`src/design/mts_pkg.sv`:
```
`timescale 1ns / 1ps
// ----------------------------------------------------------------------------
// mts_pkg
// Shared constants and types for the max timeslice scheduler.
// ----------------------------------------------------------------------------
package mts_pkg;

   localparam int ENTRY_COUNT = 8;
   localparam int TICK_BITS   = 16;
   localparam int IDX_BITS    = (ENTRY_COUNT > 1) ? $clog2(ENTRY_COUNT) : 1;
   localparam int CNT_BITS    = $clog2(ENTRY_COUNT + 2);
   localparam int ENTRY_BITS  = 2 * TICK_BITS + 2;

   localparam logic MODE_WRITE    = 1'b0;
   localparam logic MODE_SCHEDULE = 1'b1;

   typedef struct packed {
      logic [TICK_BITS-1:0] ticks;
      logic [TICK_BITS-1:0] refill;
      logic                 blocked;
      logic                 asleep;
   } entry_type;

   typedef enum logic [1:0] {
      ST_IDLE,
      ST_SCAN,
      ST_REFILL,
      ST_FINISH
   } state_type;

   // one candidate presented to the best-entry tracker
   typedef struct packed {
      logic                 clear;
      logic                 sample;
      logic                 eligible;
      logic [TICK_BITS-1:0] ticks;
      logic [IDX_BITS-1:0]  idx;
   } cand_type;

   typedef struct packed {
      logic                any;
      logic [IDX_BITS-1:0] pick;
   } best_type;

endpackage

```
`src/design/mts_ram.sv`:
```
`timescale 1ns / 1ps
// ----------------------------------------------------------------------------
// mts_ram
// Generic single write port, single read port RAM with registered read.
// ----------------------------------------------------------------------------
module mts_ram #(
   parameter int WIDTH = 8,
   parameter int DEPTH = 8
) (
   input  logic                                         clock,
   input  logic                                         wr_en,
   input  logic [((DEPTH > 1) ? $clog2(DEPTH) : 1)-1:0] wr_addr,
   input  logic [WIDTH-1:0]                             wr_data,
   input  logic                                         rd_en,
   input  logic [((DEPTH > 1) ? $clog2(DEPTH) : 1)-1:0] rd_addr,
   output logic [WIDTH-1:0]                             rd_data
);

   logic [WIDTH-1:0] mem_ff [DEPTH];
   logic [WIDTH-1:0] rd_data_ff;

   always_ff @(posedge clock) begin
      if (wr_en) begin
         mem_ff[wr_addr] <= wr_data;
      end
      if (rd_en) begin
         rd_data_ff <= mem_ff[rd_addr];
      end
   end

   assign rd_data = rd_data_ff;

endmodule

```
`src/design/mts_best.sv`:
```
`timescale 1ns / 1ps
// ----------------------------------------------------------------------------
// mts_best
// Tracks the first eligible entry with the greatest nonzero ticks over a scan.
// ----------------------------------------------------------------------------
module mts_best (
   input  logic              clock,
   input  logic              reset,
   input  mts_pkg::cand_type cand,
   output mts_pkg::best_type best
);
   import mts_pkg::*;

   logic                 any_ff;
   logic                 any_in;
   logic [TICK_BITS-1:0] top_ff;
   logic [TICK_BITS-1:0] top_in;
   logic [IDX_BITS-1:0]  pick_ff;
   logic [IDX_BITS-1:0]  pick_in;

   always_comb begin
      any_in  = any_ff;
      top_in  = top_ff;
      pick_in = pick_ff;
      if (cand.clear) begin
         any_in = 1'b0;
         top_in = '0;
      end else if (cand.sample && cand.eligible && (cand.ticks > top_ff)) begin
         any_in  = 1'b1;
         top_in  = cand.ticks;
         pick_in = cand.idx;
      end
   end

   always_ff @(posedge clock) begin
      if (reset) begin
         any_ff <= 1'b0;
      end else begin
         any_ff <= any_in;
      end
      top_ff  <= top_in;
      pick_ff <= pick_in;
   end

   assign best.any  = any_ff;
   assign best.pick = pick_ff;

endmodule

```
`src/design/mts_seq.sv`:
```
`timescale 1ns / 1ps
// ----------------------------------------------------------------------------
// mts_seq
// Sequencer: table writes, scan and refill passes over the entry RAM,
// valid bits, current choice and the result register.
// ----------------------------------------------------------------------------
module mts_seq (
   input  logic                             clock,
   input  logic                             reset,
   input  logic                             req_valid,
   output logic                             req_ready,
   input  logic                             req_mode,
   input  logic [2:0]                       req_entry_index,
   input  logic [15:0]                      req_ticks_value,
   input  logic [15:0]                      req_priority_value,
   input  logic                             req_blocked_value,
   input  logic                             req_asleep_value,
   output logic                             rsp_valid,
   input  logic                             rsp_ready,
   output logic [2:0]                       rsp_chosen_index,
   output logic                             rsp_found,
   output logic                             rsp_refilled,
   output logic                             mem_we,
   output logic [mts_pkg::IDX_BITS-1:0]     mem_waddr,
   output mts_pkg::entry_type               mem_wdata,
   output logic                             mem_re,
   output logic [mts_pkg::IDX_BITS-1:0]     mem_raddr,
   input  mts_pkg::entry_type               mem_rdata,
   output mts_pkg::cand_type                cand,
   input  mts_pkg::best_type                best
);
   import mts_pkg::*;

   localparam logic [CNT_BITS-1:0] CNT_LAST = CNT_BITS'(ENTRY_COUNT + 1);
   localparam logic [CNT_BITS-1:0] CNT_READS = CNT_BITS'(ENTRY_COUNT);

   state_type            state_ff;
   state_type            state_in;
   logic [CNT_BITS-1:0]  cnt_ff;
   logic [CNT_BITS-1:0]  cnt_in;
   logic [IDX_BITS-1:0]  choice_ff;
   logic [IDX_BITS-1:0]  choice_in;
   logic                 fnd_ff;
   logic                 fnd_in;
   logic                 rfl_ff;
   logic                 rfl_in;
   logic                 samp_ff;
   logic [IDX_BITS-1:0]  samp_addr_ff;
   logic                 samp_vld_ff;
   logic [ENTRY_COUNT-1:0] valid_ff;
   logic                 rsp_valid_ff;
   logic                 rsp_load;
   logic [2:0]           rsp_chosen_ff;
   logic                 rsp_found_ff;
   logic                 rsp_refilled_ff;
   entry_type            q;
   logic                 zero_ticks;

   // entries never written read as zero
   assign q          = samp_vld_ff ? mem_rdata : '0;
   assign zero_ticks = (q.ticks == '0);

   always_comb begin
      state_in   = state_ff;
      cnt_in     = cnt_ff;
      choice_in  = choice_ff;
      fnd_in     = fnd_ff;
      rfl_in     = rfl_ff;
      req_ready  = 1'b0;
      rsp_load   = 1'b0;
      mem_we     = 1'b0;
      mem_waddr  = IDX_BITS'(req_entry_index);
      mem_wdata  = '{ticks:   TICK_BITS'(req_ticks_value),
                     refill:  TICK_BITS'(req_priority_value),
                     blocked: req_blocked_value,
                     asleep:  req_asleep_value};
      mem_re     = 1'b0;
      mem_raddr  = cnt_ff[IDX_BITS-1:0];
      cand.clear    = 1'b0;
      cand.sample   = samp_ff;
      cand.eligible = !q.blocked && !q.asleep;
      cand.ticks    = ((state_ff == ST_REFILL) && zero_ticks) ? q.refill : q.ticks;
      cand.idx      = samp_addr_ff;

      case (state_ff)
         ST_IDLE: begin
            req_ready = 1'b1;
            if (req_valid) begin
               fnd_in = 1'b0;
               rfl_in = 1'b0;
               if (req_mode == MODE_WRITE) begin
                  mem_we   = (32'(req_entry_index) < ENTRY_COUNT);
                  state_in = ST_FINISH;
               end else begin
                  cnt_in     = '0;
                  cand.clear = 1'b1;
                  state_in   = ST_SCAN;
               end
            end
         end
         ST_SCAN, ST_REFILL: begin
            mem_re = (cnt_ff < CNT_READS);
            if ((state_ff == ST_REFILL) && samp_ff && zero_ticks) begin
               mem_we    = 1'b1;
               mem_waddr = samp_addr_ff;
               mem_wdata = '{ticks: q.refill, refill: q.refill,
                             blocked: q.blocked, asleep: q.asleep};
            end
            if (cnt_ff == CNT_LAST) begin
               if ((state_ff == ST_SCAN) && !best.any) begin
                  cnt_in     = '0;
                  cand.clear = 1'b1;
                  rfl_in     = 1'b1;
                  state_in   = ST_REFILL;
               end else begin
                  fnd_in   = best.any;
                  state_in = ST_FINISH;
                  if (best.any) begin
                     choice_in = best.pick;
                  end
               end
            end else begin
               cnt_in = cnt_ff + 1'b1;
            end
         end
         ST_FINISH: begin
            if (!rsp_valid_ff || rsp_ready) begin
               rsp_load = 1'b1;
               state_in = ST_IDLE;
            end
         end
         default: begin
            state_in = ST_IDLE;
         end
      endcase
   end

   always_ff @(posedge clock) begin
      if (reset) begin
         state_ff     <= ST_IDLE;
         cnt_ff       <= '0;
         choice_ff    <= '0;
         fnd_ff       <= 1'b0;
         rfl_ff       <= 1'b0;
         samp_ff      <= 1'b0;
         valid_ff     <= '0;
         rsp_valid_ff <= 1'b0;
      end else begin
         state_ff     <= state_in;
         cnt_ff       <= cnt_in;
         choice_ff    <= choice_in;
         fnd_ff       <= fnd_in;
         rfl_ff       <= rfl_in;
         samp_ff      <= mem_re;
         if (mem_we) begin
            valid_ff[mem_waddr] <= 1'b1;
         end
         rsp_valid_ff <= rsp_load || (rsp_valid_ff && !rsp_ready);
      end
      samp_addr_ff <= mem_raddr;
      samp_vld_ff  <= valid_ff[mem_raddr];
      if (rsp_load) begin
         rsp_chosen_ff   <= 3'(choice_ff);
         rsp_found_ff    <= fnd_ff;
         rsp_refilled_ff <= rfl_ff;
      end
   end

   assign rsp_valid        = rsp_valid_ff;
   assign rsp_chosen_index = rsp_chosen_ff;
   assign rsp_found        = rsp_found_ff;
   assign rsp_refilled     = rsp_refilled_ff;

   a_cnt_range: assert property (@(posedge clock) disable iff (reset)
      cnt_ff <= CNT_LAST)
      else $error("scan counter out of range");

   a_rsp_from_finish: assert property (@(posedge clock) disable iff (reset)
      $rose(rsp_valid_ff) |-> $past(state_ff == ST_FINISH))
      else $error("result raised outside finish");

   a_scan_no_write: assert property (@(posedge clock) disable iff (reset)
      (state_ff == ST_SCAN) |-> !mem_we)
      else $error("table written during first scan");

   a_refill_flag: assert property (@(posedge clock) disable iff (reset)
      (state_ff == ST_REFILL) |-> rfl_ff)
      else $error("refill pass without refilled flag");

endmodule

```
`src/design/max_timeslice_scheduler_unit.sv`:
```
`timescale 1ns / 1ps
// ----------------------------------------------------------------------------
// max_timeslice_scheduler_unit
// Greatest remaining timeslice scheduler over a small entry table.
// ----------------------------------------------------------------------------
// The entry table lives in one RAM with a registered read, and a
// sequencer walks it one entry per cycle. A write transfer is accepted and
// then gives its result. A schedule transfer reads every entry once through
// the single RAM read port, and when that first scan finds no eligible entry
// a refill pass reads every entry once more.
// One item is in work at a time; a finished result waits in an output
// register until taken. While a result is held the next item still runs, but
// it waits at its end until the held result is taken, and no further item is
// accepted meanwhile.
// Entries never written read as zero through per-entry valid bits, so no
// clearing pass is needed after reset.
module max_timeslice_scheduler_unit (
   input  logic        clock,
   input  logic        reset,
   input  logic        req_valid,
   output logic        req_ready,
   input  logic        req_mode,
   input  logic [2:0]  req_entry_index,
   input  logic [15:0] req_ticks_value,
   input  logic [15:0] req_priority_value,
   input  logic        req_blocked_value,
   input  logic        req_asleep_value,
   output logic        rsp_valid,
   input  logic        rsp_ready,
   output logic [2:0]  rsp_chosen_index,
   output logic        rsp_found,
   output logic        rsp_refilled
);
   import mts_pkg::*;

   logic                mem_we;
   logic [IDX_BITS-1:0] mem_waddr;
   entry_type           mem_wdata;
   logic                mem_re;
   logic [IDX_BITS-1:0] mem_raddr;
   entry_type           mem_rdata;
   cand_type            cand;
   best_type            best;

   mts_ram #(
      .WIDTH (ENTRY_BITS),
      .DEPTH (ENTRY_COUNT)
   ) u_ram (
      .clock   (clock),
      .wr_en   (mem_we),
      .wr_addr (mem_waddr),
      .wr_data (mem_wdata),
      .rd_en   (mem_re),
      .rd_addr (mem_raddr),
      .rd_data (mem_rdata)
   );

   mts_best u_best (
      .clock (clock),
      .reset (reset),
      .cand  (cand),
      .best  (best)
   );

   mts_seq u_seq (
      .clock              (clock),
      .reset              (reset),
      .req_valid          (req_valid),
      .req_ready          (req_ready),
      .req_mode           (req_mode),
      .req_entry_index    (req_entry_index),
      .req_ticks_value    (req_ticks_value),
      .req_priority_value (req_priority_value),
      .req_blocked_value  (req_blocked_value),
      .req_asleep_value   (req_asleep_value),
      .rsp_valid          (rsp_valid),
      .rsp_ready          (rsp_ready),
      .rsp_chosen_index   (rsp_chosen_index),
      .rsp_found          (rsp_found),
      .rsp_refilled       (rsp_refilled),
      .mem_we             (mem_we),
      .mem_waddr          (mem_waddr),
      .mem_wdata          (mem_wdata),
      .mem_re             (mem_re),
      .mem_raddr          (mem_raddr),
      .mem_rdata          (mem_rdata),
      .cand               (cand),
      .best               (best)
   );

endmodule

```
`config.mk`:
```
export PLATFORM = sky130hd
export DESIGN_NAME = max_timeslice_scheduler_unit
export DESIGN_NICKNAME = d
export VERILOG_FILES = /design/src/design/mts_pkg.sv /design/src/design/mts_ram.sv /design/src/design/mts_best.sv /design/src/design/mts_seq.sv /design/src/design/max_timeslice_scheduler_unit.sv
export SDC_FILE = /design/constraint.sdc
export NUM_CORES = 1
export LEC_CHECK = 0
export ABC_AREA = 1
export ABC_CLOCK_PERIOD_IN_PS = 3000
export BUFFER_PORTS_ARGS = -buffer_cell sky130_fd_sc_hd__buf_2
export CORE_ASPECT_RATIO = 0.8
export CORE_MARGIN = 3
export CORE_UTILIZATION = 60
export CTS_CLUSTER_SIZE = 30
export DETAILED_ROUTE_END_ITERATION = 7
export PLACE_DENSITY = 0.85
export SYNTH_ARGS = -nofsm -noshare
export SYNTH_HDL_FRONTEND = slang
export SYNTH_SLANG_ARGS = --single-unit
```
`constraint.sdc`:
```
create_clock -name clock -period 3 [get_ports clock]
set_input_delay 0.15 -clock clock [delete_from_list [all_inputs] [get_ports clock]]
set_output_delay 0.15 -clock clock [all_outputs]
set_load 0.02 [all_outputs]
```
# After elaboration in Yosys (flattened, before gate mapping)
# Memory sizes are Yosys's and may differ from the RTL's. A register that Yosys moved wholly into a read port is not among the register bits.
# Cells that the tools add are included.
# classes
mux,43
n_reduce_logical,27
order_cmp,5
addsub,1
bitwise,3
eq_ne,11
# op_table
operator,count
two-way mux 34 bit,3
two-way mux 1 bit,21
> comparator 16 bit,1
zero test 16 bit,1
two-way mux 16 bit,1
two-way mux 4 bit,4
AND reduction 4 bit,4
logical AND 1 bit,9
"< comparator 3 x 4 -> 1 bit, second input constant",2
two-way mux 2 bit,4
bitwise OR 8 bit,1
case mux 1 bit (2 select lines),4
case mux 4 bit (2 select lines),1
two-way mux 3 bit,2
"!= test 2 x 1 -> 1 bit, second input constant",3
"!= test 2 bit, second input constant",3
case mux 2 bit (3 select lines),1
zero test 1 bit,5
"adder 4 x 1 -> 4 bit, second input constant",1
"== test 2 bit, second input constant",2
"== test 4 bit, second input constant",1
"< comparator 4 bit, second input constant",1
OR reduction 2 bit,2
binary-select mux 1 bit (select 3 bit),1
other kinds (10),12
# word_totals
wordCells,107
ramBits,272
in_bits,42
output_inout_bits,7
ff_bits,50
memories,1
# memory_table
memory,words,word_bits,read_ports,rd_ports_with_merged_regs,write_ports,line,text
u_ram.mem_ff,8,34,1,1,1,mts_ram.sv:19,logic [WIDTH-1:0] mem_ff [DEPTH];

# Longest topological paths before layout
# Gate-level depths: netlist of the first run.
# depth
word_depth,10
depth_mapped,24

# By module
# From an unflattened synthesis of the first run, not the netlist that was laid out.
# unflattened
cells_unflattened,1776
area_unflattened_um2,16634.7
# by_module_without_submodules
mod,seq_area_each_um2,n_inst,cells_each,area_per_inst_um2
mts_ram,9188.8,1,1227,12876.1
mts_seq,650.6,1,362,2230.9
mts_best,430.4,1,187,1527.7

# Least setup slack after synthesis of the first run
# OpenSTA, ideal clock, no wires.
# synth_timing
path_kind,flip-flop to flip-flop
start,register u_seq.state_ff[0]
end,memory u_ram.mem_ff[0][0] (netlist bit) (enable)
setup_ns,0.389
arrival_ns,2.355
setup_slack_ns,0.257
stages_incl_launch_ff,12
t_required_ns,2.611
path_cell_list,dfxtp_1 inv_1 ha_1 inv_1 nor2_2 nand3_4 buf_6 nand2_2 nand2_1 nor2_1 nand2_1 inv_1
# synth_via
elab_chain_len,7
elab_cells_between_ends,12
# synth_lines
item,line,text
from (decl),mts_seq.sv:37,state_type state_ff;
from (signal assigned),mts_seq.sv:149,state_ff <= state_in;
== test 2 bit,"mts_seq.sv:85, mts_seq.sv:103",
logical AND 1 bit (2 in series),mts_seq.sv:103,if ((state_ff == ST_REFILL) && samp_ff && zero_ticks) begin
two-way mux 1 bit,mts_seq.sv:103,
case mux 1 bit (2 select lines),mts_seq.sv:85,case (state_ff)
two-way mux 1 bit,mts_ram.sv:23,if (wr_en) begin
two-way mux 1 bit (implied by the code),mts_ram.sv:24,mem_ff[wr_addr] <= wr_data;
to (decl),mts_ram.sv:19,
# Several ways; a longest one is shown, not always the timed one.

==> impl_metrics.tcl, run 1 <==
set metrics [dict create \
    required_ps 3410 \
    drt-total-wl_mm 35.3 \
    async_flop_share_pct 0 \
    vias 10500 \
    drc_errors 0 \
    end_kind "flip-flop" \
    ant_nets 0 \
    fin_cells 1732 \
    dpl.hpwl_mm 19.7 \
    dp.cells 1664 \
    final-hold-violation-count 0 \
    status "completed" \
    wl_per_cell_um 20.4 \
    synth_area_mm2 0.0147 \
    p_leak_nw 6.31 \
    finalCriticalPeriod_ps 2850 \
    path_max_fanout 19 \
    synth_area_leaders "edfxtp_1 64%, nor2_1 7.6%, nand2_1 5.8%" \
    antenna_found_initial 0 \
    clock_path_buffers 3 \
    crit_path_start_kind "flip-flop" \
    finalSetupViolCount 0 \
    synth_top_cell_by_area "edfxtp_1" \
    synth-warning-count 0 \
    synth_common_cells "314 x edfxtp_1, 298 x nor2_1, 226 x nand2_1" \
    drt-initial-drc-count 1451 \
    drtPass1Iterations 5 \
    grt_pass1_vias 9831 \
    fin_util_pct 70.1 \
    synth_top_area_share_pct 64.0 \
    antenna_cells 0 \
    port_buffers 48 \
    yosysUniqueCellTypes 32 \
    grt_max_degree 138 \
    rows 50 \
    grt_pass1_wl_mm 54.0 \
    drv_slew 0 \
    slew_headroom_pct 40.1 \
    start_util_pct 62.0 \
    num-fill-cells 1587 \
    grt-ovfl-total 0 \
    hold_class "in -> reg" \
    cts_tree "yes" \
    syn_avg_cell_area_um2 11.0 \
    cap_violations 0 \
    clkTransAtPathRegs_ps 60 \
    finalClockSkew_ps 31.2 \
    grt_usage_pct 26.2 \
    synth_edf_count 314 \
    die_w_um 181 \
    cts_root_buf "clkbuf_16" \
    post-route-period-util_pct 94.9 \
    cts_made_buffers 35 \
    clkLatencyLatePin_ps 530 \
    ctsHtreeMaxLevel 2 \
    avgViaCountPerCell 6.05 \
    register_area_mm2 0.0103 \
    post-synth-top-count-cell "edfxtp_1" \
    timing.fmax_mhz 351 \
    nets 1458 \
    ys_ff_latch 356 \
    multi_input_area_mm2 0.00395 \
    arrival_ps 3250 \
    dieArea_mm2 0.0265 \
    synth_fp_nets 1407 \
    syn2layout_area_growth_pct 13.1 \
    p_per_area_mw_per_mm2 898 \
    synth_ff_type "edfxtp_1" \
    ir_drop_uv 469 \
    fp.dieH_um 146 \
    place.gp.congestion 0.908 \
    core_mm2 0.0238 \
    layout-drive-gt1-share_pct 12.1 \
    crit_type "reg -> reg" \
    worst_pin_slew_ps 898 \
    syn_inst 1343 \
    io_pins 49 \
    yosysSeqAreaShare_pct 69.7 \
    clock_sinks 356 \
]
worst paths after layout:
| kind | depth (start not counted) | to | slack, ps | from |
|---|---|---|---|---|
| worst max-delay path | 21 | u_best.top_ff[10] | 150 | u_seq.samp_vld_ff |
| worst min-delay path | 2 | u_seq.valid_ff[1] | 20 | reset |
| worst max register to register | 21 | u_best.top_ff[10] | 150 | u_seq.samp_vld_ff |
| worst min register to register | 0 | u_seq.samp_addr_ff[2] | 410 | u_seq.cnt_ff[2] |
what timing repair did:
item                                    4_1_cts  5_1_grt
hold endpoints to repair                      1        0
setup buffers                                 0        2
endpoints found under the setup margin        0       19
hold buffers                                  1        0
gates resized for setup                       0       27
where the power goes:
group | switching, W | internal [W] | total (W)
sequential | 0.000287 | 0.00617 | 0.00645
combinational | 0.00299 | 0.00137 | 0.00436
clock | 0.00181 | 0.00236 | 0.00416
total | 0.00509 | 0.00989 | 0.0150
worst max-delay path, stage by stage, from the launching register on:
cell      delay, ps
dfxtp_4         380
buf_12          170
nand2_1          90
nand2_1         100
nor2_1           40
nand2_1          90
nor2_4           60
nand2_4         100
clkinv_2        130
nand2_1         110
nand2_2          60
ha_1            290
nand2_1          80
o21ai_0         200
nand2_1          70
nand2_1          60
nand2_1          40
nand2_1         100
nand2_4          90
buf_4           180
o21ai_0         200
nor2_1           80
cell families after synthesis:
group	after synthesis	synth area share, %
XOR/XNOR	1	0.0594
adder cells (fa/ha/maj)	22	1.87
buffers and inverters	144	3.95
AND/OR/NAND/NOR	559	14.8
AO/OA/AOI/OAI	261	9.66
flip-flops	356	69.7
cells in the final DEF (no fill, tap or decap), drive strengths merged, types with 3 or more instances in the layout:
cell type,instances
clkbuf,51
a31oi,37
nor2,304
clkinv,20
a211oi,3
a21oi,25
nand3,16
dfxtp,42
edfxtp,314
nand2,231
o21ai,160
nand4,3
inv,69
buf,78
o22ai,34
ha,22
stage by stage:
step / total power [W] / hold WS [ps] / worst slack (ps) / instance area (um2) / TNS, ps
after global placement: 0.0104 / 391 / 155 / 15500 / 0
after detailed placement: 0.0106 / 399 / 11.6 / 15500 / 0
after floorplan: 0.00936 / 219 / 257 / 14700 / 0
final: 0.0150 / 20.8 / 153 / 16700 / 0
after CTS: 0.0148 / 5.00 / 16.0 / 16600 / 0
after global routing: 0.0157 / 35.1 / -81.3 / 16700 / -345
per-layer routing:
layer	track usage [%]	share of wire [%]	vias to the layer above
li1	-	-	4744
met3	4.73	12	112
met4	9.02	3.2	0
met5	0	0	-
met2	40.3	45	685
met1	38.3	39	4936
sequential cells by signal, summed over array words and instances, names as in the netlist:
signal	flops
u_best.any_ff	1
u_seq.samp_addr_ff	3
u_ram.mem_ff	272
u_seq.rsp_found	1
u_ram.rd_data	34
u_seq.rfl_ff	1
u_seq.fnd_ff	1
u_seq.choice_ff	3
u_seq.state_ff	2
u_best.pick_ff	3
u_seq.samp_vld_ff	1
u_seq.valid_ff	8
u_seq.samp_ff	1
u_seq.cnt_ff	4
u_seq.rsp_refilled	1
u_seq.rsp_chosen_index	3
u_best.top_ff	16
u_seq.rsp_valid	1
cell type report:
cell class / instances / share of cell area [%]
Timing Repair inverter: 1 / 0.0300
Clock buffer: 50 / 6.03
Multi-Input combinational cell: 843 / 23.7
Sequential cell: 356 / 61.7
Inverter: 77 / 1.81
Clock inverter: 13 / 0.518
Tap cell: 312 / 2.34
Timing Repair Buffer: 80 / 3.90
Power figures use the tool's default switching activity.
==> inputs of run 2 (changes only) <==
--- a/config.mk
+++ b/config.mk
@@ -7,7 +7,7 @@
 export LEC_CHECK = 0
 export ABC_AREA = 1
 export ABC_CLOCK_PERIOD_IN_PS = 3000
-export BUFFER_PORTS_ARGS = -buffer_cell sky130_fd_sc_hd__buf_2
+export BUFFER_PORTS_ARGS = -buffer_cell sky130_fd_sc_hd__buf_4
 export CORE_ASPECT_RATIO = 0.8
 export CORE_MARGIN = 3
 export CORE_UTILIZATION = 60
==> run 2 against run 1 <==
The flow now finishes with violations (setup timing). Cell area up 1.2%. Critical path depth up 1. Die area unchanged. Clock power down 1%. Cell count unchanged. Highest routed layer unchanged.
==> impl_metrics.tcl, run 2 (same netlist as run 1, synthesis figures left out) <==
set metrics [dict create \
    status "finished with violations" \
    violations "setup timing" \
    dieArea_mm2 0.0265 \
    cts_made_buffers 34 \
    finalSetupViolCount 13 \
    drv_slew 0 \
    io_pins 49 \
    drt-initial-drc-count 1348 \
    slew_headroom_pct 34.5 \
    ir_drop_uv 638 \
    clkLatencyLatePin_ps 520 \
    rr_startpoint "u_seq.samp_vld_ff" \
    timing.fmax_mhz 325 \
    cap_violations 0 \
    post-route-period-util_pct 103 \
    required_ps 3410 \
    drtPass1Iterations 6 \
    final.setup.worst_slack_ps -81.1 \
    clock_path_buffers 3 \
    dpl.hpwl_mm 19.4 \
    layout_common_cells "314 x edfxtp_1, 292 x nor2_1, 218 x nand2_1, 152 x o21ai_0, 66 x inv_1" \
    num-fill-cells 1555 \
    ant_nets 0 \
    dpl_worst_slack_ps -13.6 \
    clkTransAtPathRegs_ps 70 \
    hold_class "in -> reg" \
    antenna_found_initial 0 \
    start_util_pct 62.0 \
    port_buffers 48 \
    vias 10500 \
    layout.cells.most_common "edfxtp_1" \
    die_w_um 181 \
    tns_ps -435 \
    regToRegSetupSlack_ps -80 \
    holdPathStages 3 \
    multi_input_area_mm2 0.00398 \
    path_max_fanout 8 \
    crit_type "reg -> reg" \
    worst_pin_slew_ps 972 \
    cts_tree "yes" \
    hold_end "u_ram.mem_ff[3][16]" \
    fin_cells 1732 \
    largest_register_ffs 272 \
    arrival_ps 3490 \
    nets 1462 \
    avgViaCountPerCell 6.07 \
    register_area_mm2 0.0103 \
    finalCriticalPeriod_ps 3080 \
    drt-total-wl_mm 36.1 \
    cts_root_buf "clkbuf_16" \
    grt_max_degree 146 \
    grt-ovfl-total 0 \
    p_per_area_mw_per_mm2 905 \
    dp.cells 1661 \
    ctsHtreeMaxLevel 2 \
    grt_pass1_wl_mm 54.7 \
    regMostFlops "u_ram.mem_ff" \
    place.gp.congestion 0.933 \
    rows 50 \
    final-hold-violation-count 0 \
    grt_usage_pct 26.2 \
    finalClockSkew_ps 28.5 \
    reg2regPathDepth 22 \
    core_mm2 0.0238 \
    clock_sinks 356 \
    fp.dieH_um 146 \
    layout-drive-gt1-share_pct 12.3 \
    drc_errors 0 \
    wl_per_cell_um 20.8 \
    syn2layout_area_growth_pct 14.4 \
    antenna_cells 0 \
    end_kind "flip-flop" \
    r2r_end "u_best.top_ff[15]" \
    grt_pass1_vias 9983 \
    crit_path_start_kind "flip-flop" \
    hold_start "req_priority_value[14]" \
    p_leak_nw 6.40 \
]
==> run 2: cell types whose count changed in the layout (fill, tap and decap cells not counted), sizes merged <==
cell         delta
bufinv          +2
clkbuf          -2
clkinv          -2
dlygate4sd3     +2
buf             -1
clkinvlp        -1
inv             +1
nand2           +1
==> run 2: power breakdown <==
part	switching (W)	internal, W	leakage (nW)	total (W)
Combinational	0.00320	0.00152	2.69	0.00472
Sequential	0.000241	0.00617	3.20	0.00641
Clock	0.00176	0.00236	0.516	0.00412
Total	0.00521	0.0100	6.40	0.0153
==> run 2: worst max-delay path by stage <==
stage | to | startpoint | slack (ps) | depth (start not counted)
floorplan | u_ram.mem_ff[0][0] | u_seq.state_ff[0] | 260 | 11
global placement | u_best.top_ff[11] | u_seq.samp_vld_ff | 80 | 21
detailed placement | u_best.top_ff[1] | u_seq.samp_vld_ff | -10 | 21
CTS | u_best.top_ff[2] | u_seq.samp_vld_ff | 30 | 21
global route | u_best.top_ff[6] | u_seq.samp_vld_ff | -190 | 23
finish | u_best.top_ff[15] | u_seq.samp_vld_ff | -80 | 22
==> run 2: final cells by class <==
| cell class | instances | area share, % |
|---|---|---|
| timing repair buffer | 84 | 5.11 |
| inverter | 77 | 1.77 |
| sequential | 356 | 61.0 |
| timing repair inverter | 1 | 0.0297 |
| tap | 312 | 2.32 |
| multi-input combinational | 844 | 23.6 |
| clock inverter | 13 | 0.697 |
| clock buffer | 45 | 5.54 |
==> run 2: stage by stage <==
step	hold WS, ps	total power [W]	utilization (%)	cell area, um2
2_1_floorplan	219	0.00936	-	14700
3_3_place_gp	393	0.0105	65.4	15500
3_5_place_dp	403	0.0106	65.4	15500
4_1_cts	58.8	0.0147	69.9	16600
5_1_grt	106	0.0160	70.9	16900
6_report	74.8	0.0153	70.9	16900
==> run 2: worst max-delay path: stages (launching register included) <==
cell       delay, ps
dfxtp_4          390
clkbuf_16        170
nand2_1          100
nand2_1          130
nor2_2            60
nand2_1          140
nor2_4            60
nand2_4           90
clkinv_4          80
buf_6            140
nand2_1           70
nand2_1           80
ha_1             320
a21oi_2           60
o21ai_1          200
nand2_1           70
nand2_1           60
nand2_1           70
nand2_2          120
nand2_4          120
clkbuf_16        200
nor2_1           160
nor2_1            70
==> run 2: timing repair <==
action                                  4_1_cts  5_1_grt
cloned                                        0        6
endpoints found under the setup margin       16       27
pin swaps                                     0        8
gates resized for setup                       1       34
hold buffers                                  3        0
endpoints found under the hold margin        13        0
buffers inserted                              0        4
==> run 2: layer usage <==
| metal | track usage [%] | routed length [um] | vias up |
|---|---|---|---|
| met1 | 38.4 | 14400 | 5049 |
| met4 | 8.18 | 950 | 0 |
| li1 | - | - | 4749 |
| met2 | 41.0 | 17000 | 626 |
| met5 | 0 | 0 | - |
| met3 | 4.46 | 3730 | 94 |
